===== config.mk =====
export PLATFORM = sky130hd
export DESIGN_NAME = nsfc_engine
export DESIGN_NICKNAME = d
export VERILOG_FILES = /design/src/design/nsfc_pkg.sv /design/src/design/nsfc_engine.sv
export SDC_FILE = /design/constraint.sdc
export NUM_CORES = 1
export LEC_CHECK = 0
export BUFFER_PORTS_ARGS = -buffer_cell sky130_fd_sc_hd__buf_4
export CORE_UTILIZATION = 45
export CTS_BUF_LIST = sky130_fd_sc_hd__clkbuf_16
export CTS_CLUSTER_SIZE = 40
export DETAILED_ROUTE_END_ITERATION = 16
export GPL_TIMING_DRIVEN = 0
export PLACE_DENSITY = 0.65
export RECOVER_POWER = 100
export REMOVE_ABC_BUFFERS = 1
export SLEW_MARGIN = 10
export SYNTH_ARGS = -nofsm -noshare
export SYNTH_HDL_FRONTEND = slang
export SYNTH_SLANG_ARGS = --single-unit

===== constraint.sdc =====
create_clock -name aclk -period 9.3 [get_ports aclk]
set_input_delay 1.86 -clock aclk [delete_from_list [all_inputs] [get_ports aclk]]
set_output_delay 1.86 -clock aclk [all_outputs]
set_load 0.01 [all_outputs]

===== src/design/nsfc_pkg.sv =====
// Shared types and constants for the NMEA sentence framer and checker.
// No dependencies; imported by every module of the block.
package nsfc_pkg;

    localparam int MAX_SENTENCE = 128;
    localparam int LEN_W        = $clog2(MAX_SENTENCE);
    localparam int RES_W        = 156;
    localparam int TDATA_W      = 160;

    localparam logic [LEN_W-1:0] OVERRUN_LEN = LEN_W'(MAX_SENTENCE - 1);
    localparam logic [4:0]       FIELD_CAP   = 5'd24;

    localparam logic [7:0] CH_DOLLAR = 8'h24;
    localparam logic [7:0] CH_BANG   = 8'h21;
    localparam logic [7:0] CH_STAR   = 8'h2A;
    localparam logic [7:0] CH_COMMA  = 8'h2C;
    localparam logic [7:0] CH_CR     = 8'h0D;
    localparam logic [7:0] CH_LF     = 8'h0A;
    localparam logic [7:0] CH_NUL    = 8'h00;

    typedef enum logic [2:0] {
        EV_NONE    = 3'd0,
        EV_ACCEPT  = 3'd1,
        EV_BADSUM  = 3'd2,
        EV_UNKNOWN = 3'd3,
        EV_OVERRUN = 3'd4
    } event_t;

    typedef enum logic [2:0] {
        KIND_UNKNOWN = 3'd0,
        KIND_GGA     = 3'd1,
        KIND_RMC     = 3'd2,
        KIND_GSA     = 3'd3,
        KIND_GSV     = 3'd4
    } kind_t;

    // First declared member sits in the top bits
    typedef struct packed {
        logic [31:0] overrun_total;
        logic [31:0] checksum_fail_total;
        logic [31:0] unrecognised_total;
        logic [31:0] accepted_total;
        logic [4:0]  fields_seen;
        logic [7:0]  talker_second;
        logic [7:0]  talker_first;
        kind_t       sentence_kind;
        logic        accepted;
        event_t      event_code;
    } res_t;

endpackage


===== src/design/nsfc_engine.sv =====
// Sentence state, checksum and field tracking, and outcome counters.
// Depends on nsfc_pkg; produces one result per processed byte.
module nsfc_engine
    import nsfc_pkg::*;
(
    input  logic       aclk,
    input  logic       aresetn,
    input  logic       step,
    input  logic [7:0] byte_in,
    output res_t       result
);

    typedef struct packed {
        logic [LEN_W-1:0] len;
        logic [7:0]       xor_acc;
        logic             star;
        logic [1:0]       hex_cnt;
        logic [7:0]       rx_sum;
        logic             bad_hex;
        logic             text_end;
        logic [4:0]       fields;
        logic [39:0]      head;
        logic [2:0]       head_len;
    } sent_t;

    localparam sent_t SENT_CLEAR = '{
        len: '0, xor_acc: 8'h00, star: 1'b0, hex_cnt: 2'd0, rx_sum: 8'h00,
        bad_hex: 1'b0, text_end: 1'b0, fields: 5'd1, head: 40'h0, head_len: 3'd0
    };

    function automatic logic [4:0] hex_value(input logic [7:0] c);
        logic [4:0] v;
        v = 5'd0;
        if (c >= 8'h30 && c <= 8'h39) begin
            v = {1'b1, 4'(c - 8'h30)};
        end else if (c >= 8'h41 && c <= 8'h46) begin
            v = {1'b1, 4'(c - 8'h37)};
        end else if (c >= 8'h61 && c <= 8'h66) begin
            v = {1'b1, 4'(c - 8'h57)};
        end
        return v;
    endfunction

    function automatic kind_t head_kind(input logic [39:0] h, input logic [2:0] hl);
        kind_t k;
        k = KIND_UNKNOWN;
        if (hl == 3'd5) begin
            if (h[23:16] == "G" && h[31:24] == "G" && h[39:32] == "A") begin
                k = KIND_GGA;
            end else if (h[23:16] == "R" && h[31:24] == "M" && h[39:32] == "C") begin
                k = KIND_RMC;
            end else if (h[23:16] == "G" && h[31:24] == "S" && h[39:32] == "A") begin
                k = KIND_GSA;
            end else if (h[23:16] == "G" && h[31:24] == "S" && h[39:32] == "V") begin
                k = KIND_GSV;
            end
        end
        return k;
    endfunction

    function automatic logic [4:0] need_fields(input kind_t k);
        logic [4:0] n;
        case (k)
            KIND_GGA: n = 5'd10;
            KIND_RMC: n = 5'd10;
            KIND_GSA: n = 5'd18;
            KIND_GSV: n = 5'd4;
            default:  n = 5'd0;
        endcase
        return n;
    endfunction

    sent_t       st_reg, st_next;
    logic        in_sent_reg, in_sent_next;
    logic [31:0] good_reg, good_next;
    logic [31:0] unk_reg, unk_next;
    logic [31:0] bad_reg, bad_next;
    logic [31:0] ovr_reg, ovr_next;

    logic [4:0]  hv;
    logic        sum_ok;
    kind_t       kind;

    assign hv     = hex_value(byte_in);
    assign sum_ok = st_reg.star && (st_reg.hex_cnt == 2'd2) && !st_reg.bad_hex &&
                    (st_reg.xor_acc == st_reg.rx_sum);
    assign kind   = head_kind(st_reg.head, st_reg.head_len);

    always_comb begin
        st_next      = st_reg;
        in_sent_next = in_sent_reg;
        good_next    = good_reg;
        unk_next     = unk_reg;
        bad_next     = bad_reg;
        ovr_next     = ovr_reg;
        result       = '0;

        if (byte_in == CH_DOLLAR) begin
            in_sent_next = 1'b1;
            st_next      = SENT_CLEAR;
        end else if (in_sent_reg) begin
            if (byte_in == CH_CR || byte_in == CH_LF) begin
                in_sent_next = 1'b0;
                st_next      = SENT_CLEAR;
                if (st_reg.len != '0) begin
                    if (!sum_ok) begin
                        bad_next          = bad_reg + 32'd1;
                        result.event_code = EV_BADSUM;
                    end else begin
                        result.sentence_kind = kind;
                        result.talker_first  = st_reg.head[7:0];
                        result.talker_second = st_reg.head[15:8];
                        result.fields_seen   = st_reg.fields;
                        if (kind != KIND_UNKNOWN && st_reg.fields >= need_fields(kind)) begin
                            good_next         = good_reg + 32'd1;
                            result.event_code = EV_ACCEPT;
                            result.accepted   = 1'b1;
                        end else begin
                            unk_next          = unk_reg + 32'd1;
                            result.event_code = EV_UNKNOWN;
                        end
                    end
                end
            end else if (st_reg.len >= OVERRUN_LEN) begin
                // drop the sentence: the body would reach the length limit
                ovr_next          = ovr_reg + 32'd1;
                in_sent_next      = 1'b0;
                st_next           = SENT_CLEAR;
                result.event_code = EV_OVERRUN;
            end else begin
                st_next.len = st_reg.len + 1'b1;
                if (!st_reg.text_end) begin
                    if (byte_in == CH_NUL) begin
                        st_next.text_end = 1'b1;
                    end else if (!st_reg.star) begin
                        if (byte_in == CH_STAR) begin
                            st_next.star = 1'b1;
                        end else begin
                            if (!(st_reg.len == '0 && byte_in == CH_BANG)) begin
                                st_next.xor_acc = st_reg.xor_acc ^ byte_in;
                            end
                            if (byte_in == CH_COMMA) begin
                                if (st_reg.fields < FIELD_CAP) begin
                                    st_next.fields = st_reg.fields + 5'd1;
                                end
                            end else if (st_reg.fields == 5'd1 && st_reg.head_len < 3'd6) begin
                                case (st_reg.head_len)
                                    3'd0:    st_next.head[7:0]   = byte_in;
                                    3'd1:    st_next.head[15:8]  = byte_in;
                                    3'd2:    st_next.head[23:16] = byte_in;
                                    3'd3:    st_next.head[31:24] = byte_in;
                                    3'd4:    st_next.head[39:32] = byte_in;
                                    default: st_next.head        = st_reg.head;
                                endcase
                                st_next.head_len = st_reg.head_len + 3'd1;
                            end
                        end
                    end else if (st_reg.hex_cnt < 2'd2) begin
                        if (!hv[4]) begin
                            st_next.bad_hex = 1'b1;
                        end else begin
                            st_next.rx_sum = {st_reg.rx_sum[3:0], hv[3:0]};
                        end
                        st_next.hex_cnt = st_reg.hex_cnt + 2'd1;
                    end
                end
            end
        end

        result.accepted_total      = good_next;
        result.unrecognised_total  = unk_next;
        result.checksum_fail_total = bad_next;
        result.overrun_total       = ovr_next;
    end

    always_ff @(posedge aclk) begin
        if (!aresetn) begin
            st_reg      <= SENT_CLEAR;
            in_sent_reg <= 1'b0;
            good_reg    <= 32'd0;
            unk_reg     <= 32'd0;
            bad_reg     <= 32'd0;
            ovr_reg     <= 32'd0;
        end else if (step) begin
            st_reg      <= st_next;
            in_sent_reg <= in_sent_next;
            good_reg    <= good_next;
            unk_reg     <= unk_next;
            bad_reg     <= bad_next;
            ovr_reg     <= ovr_next;
        end
    end

endmodule


==> flow_metrics.py <==
metrics = {
    "placed_design": {
        "port-buffer-count": 166,
        "hpwlAfterDp_um": 21500,
        "post-place-ws_ns": 1.88,
        "place_inst": 1899,
        "finalWeightedCongestion": 0.817,
    },
    "synthesis": {
        "syn-instance-count": 1479,
        "synthAdderAreaFrac_pct": 2.33,
        "synth-seq-cells": 205,
        "synth_compound_area_share_pct": 10.1,
        "post_synth_xor_area_fraction_pct": 16.8,
        "largest_family_of_logic_cells_by_synthesized_area": "simple AND/OR/NAND/NOR gates",
        "synth-edff-count": 0,
        "post_synthesis_mux_area_share_pct": 1.24,
        "synth_simple_gate_area_share_pct": 31.0,
        "summed_instance_area_of_the_synthesized_netlist_mm2": 0.0118,
        "synth_sequential_area_ratio_pct": 34.7,
        "synth.distinct_cells": 81,
        "main_flop_type_after_synthesis": "sky130_fd_sc_hd__dfxtp_1",
        "post_synth.cell_area_avg_um2": 8.00,
        "asyncSetResetFlopFracSynth_pct": 0,
        "yosys_warnings": 0,
    },
    "clock_tree": {
        "clockRootBuffer": "sky130_fd_sc_hd__clkbuf_16",
        "clock_pin_transition_on_the_worst_setup_and_hold_timing_paths_ns": 0.06,
        "clock_tree_from_tritoncts": "built",
        "ctsHoldBuffers": 0,
        "cts_buffers": 24,
        "postCtsResizedCells": 0,
        "cts.htree.levels": 1,
        "insertion_delay_ns": 0.51,
        "post-cts-setup-buffers": 0,
        "cts_num_sinks": 205,
        "clock_tree.buffer_depth": 3,
    },
    "power_and_ir_drop": {
        "p_total_mw": 1.86,
        "powerDensity_mw_per_mm2": 139,
        "vdd_ir_drop_max_v": 0.000123,
        "p_leak_nw": 4.90,
    },
    "detailed_routing": {
        "firstDrtPassIters": 5,
        "postRouteWirelength_um": 30800,
        "route.antenna.remaining_nets": 0,
        "route.detailed.drc": 0,
        "route.detailed.vias_per_inst": 5.51,
        "drt_first_iter_violations": 684,
        "wire_per_inst_um": 15.8,
        "vias": 10700,
    },
    "setup_path": {
        "worstSetupEndpointType": "output pin",
        "critical_path_peak_fanout": 29,
        "worst-endpoint-required_ns": 7.44,
        "cp-start-kind": "input port",
        "criticalPathCategory": "in2out",
        "critPathArrivalTime_ns": 6.00,
    },
    "sta": {
        "max_freq_mhz": 127,
        "finalSetupViolCount": 0,
        "slew_violations": 96,
        "finClkSkew_ns": 0.0125,
        "finalHoldViolations": 0,
        "finalWorstPathRequiredPeriod_ns": 7.86,
        "worst_slew_pin_slew_ns": 2.76,
        "timing.slew.headroom_pct": -84.1,
        "grt_setup_unrepaired": "false",
        "setup_slack_ns": 1.44,
        "fin_setup_tns_ns": 0,
        "final_min_period_over_clock_period_pct": 84.6,
    },
    "finish": {
        "layout_nets": 1628,
        "largest_reg_flops": 76,
        "syn2layout_area_growth_pct": 13.1,
        "finalNonFillerCells": 1943,
        "insertedDiodeCount": 0,
        "drive_above_1_share_pct": 4.77,
        "post-route-util_pct": 52.5,
    },
    "floorplanning": {
        "dieWidth_um": 164,
        "start_util_pct": 46.4,
        "die_area_mm2": 0.0269,
        "fp.dieH_um": 164,
        "pin_count": 167,
        "core-area_mm2": 0.0255,
        "placement_rows": 58,
    },
    "status": {
        "status": "complete, but fails checks",
        "violations": "max-capacitance violations, max-slew violations",
    },
    "global_route": {
        "track_usage_pct": 22.5,
        "antenna_found_initial": 0,
        "gr-total-overflow": 0,
        "first_global_vias": 9802,
        "grt_start_max_net_pins": 80,
        "grt_pass1_wl_um": 49700,
    },
    "worst_hold_path": {
        "min-delay-path-class": "reg2reg",
    },
    "run": {
        "timing.max_cap.violations": 4,
    },
}
==> cell families after synthesis <==
kind of cell / after synthesis
AND/OR/NAND/NOR: 710
XOR/XNOR: 227
flip-flops: 205
AO/OA/AOI/OAI: 188
buffers and inverters: 113
adder cells (fa/ha/maj): 22
multiplexers: 14
==> stage by stage <==
stage	instance area, um^2	hold WS (ns)
finish	13400	0.459
global route	13400	0.475
CTS	14000	0.457
detailed placement	13300	0.449
global placement	13100	0.445
floorplan	11500	0.426
==> synth_stat cells (21+ instances only) <==
master	count	share of area, %
sky130_fd_sc_hd__nor3_1	23	0.97
sky130_fd_sc_hd__nand4_1	49	2.6
sky130_fd_sc_hd__and3_1	61	3.2
sky130_fd_sc_hd__buf_2	23	0.97
sky130_fd_sc_hd__nor2_1	174	5.5
sky130_fd_sc_hd__a22o_1	21	1.6
sky130_fd_sc_hd__o21ai_0	51	2.2
sky130_fd_sc_hd__xor2_1	132	9.8
sky130_fd_sc_hd__inv_1	28	0.89
sky130_fd_sc_hd__dfxtp_1	205	35
sky130_fd_sc_hd__nand3_1	101	4.3
sky130_fd_sc_hd__xnor2_1	95	7.0
sky130_fd_sc_hd__nand2_1	159	5.0
sky130_fd_sc_hd__a21oi_1	57	2.4
sky130_fd_sc_hd__or3_1	40	2.1
sky130_fd_sc_hd__ha_1	22	2.3
sky130_fd_sc_hd__clkbuf_1	53	1.7
==> critical path, cell delays in order <==
cell and delay [ns]:
sky130_fd_sc_hd__clkbuf_1 0.43, sky130_fd_sc_hd__ha_1 0.31, sky130_fd_sc_hd__mux2_2 0.18, sky130_fd_sc_hd__and3_1 0.22, sky130_fd_sc_hd__and3_1 0.86, sky130_fd_sc_hd__nand2_1 0.45
sky130_fd_sc_hd__inv_1 0.37, sky130_fd_sc_hd__nand2_1 0.46, sky130_fd_sc_hd__nor4_1 0.45, sky130_fd_sc_hd__xor2_1 0.22, sky130_fd_sc_hd__clkbuf_1 0.17
==> routing by layer <==
metal	global-route usage, %	up-vias	share of wire [%]
met4	5.35	0	1.9
met5	0	-	0
li1	-	5355	-
met1	31.1	5088	48
met3	2.42	35	3.9
met2	37.4	219	46
==> placed cells by master, fill, tap and decap left out, drive strengths merged, types with 4 or more instances in the layout <==
cell    instances
and4           10
nor4b           4
buf            14
nand2b          5
a32o            6
nor2          177
ha             22
clkinv         14
o31ai           8
inv            33
or3            40
o21ai          59
nand3         103
mux2i           9
and2           20
or2             7
mux2            5
and3           61
a21oi          58
xnor2          95
nor4           18
a22o           21
dfxtp         205
nand4          51
nor2b           6
xor2          132
o21a            8
or4             9
nand2         160
nor3           26
clkbuf        183
==> final timing paths <==
path / from / to / slack, ns / cells after the start
worst max-delay path: byte_in[0] / result[77] / 1.44 / 11
worst min-delay path: st_reg[32] / st_reg[32] / 0.46 / 2
worst min register to register: st_reg[32] / st_reg[32] / 0.46 / 2
worst max register to register: st_reg[42] / unk_reg[16] / 4.94 / 12
==> area by class of cell <==
class	instances	area [um^2]
flip-flops and latches	205	4100
fillers	2565	12100
well taps	330	413
clock inverters	19	158
inverters	31	121
multi-input cells	1161	7230
clock buffers	25	626
repair buffers	172	726
==> power breakdown <==
group | switching (mW) | total, mW | internal (mW) | leakage [nW]
combinational | 0.0364 | 0.0465 | 0.0100 | 2.85
clock | 0.369 | 0.935 | 0.566 | 0.401
sequential | 0.000176 | 0.879 | 0.878 | 1.65
total | 0.406 | 1.86 | 1.45 | 4.90
No activity file was read; power rests on OpenSTA's default activity.
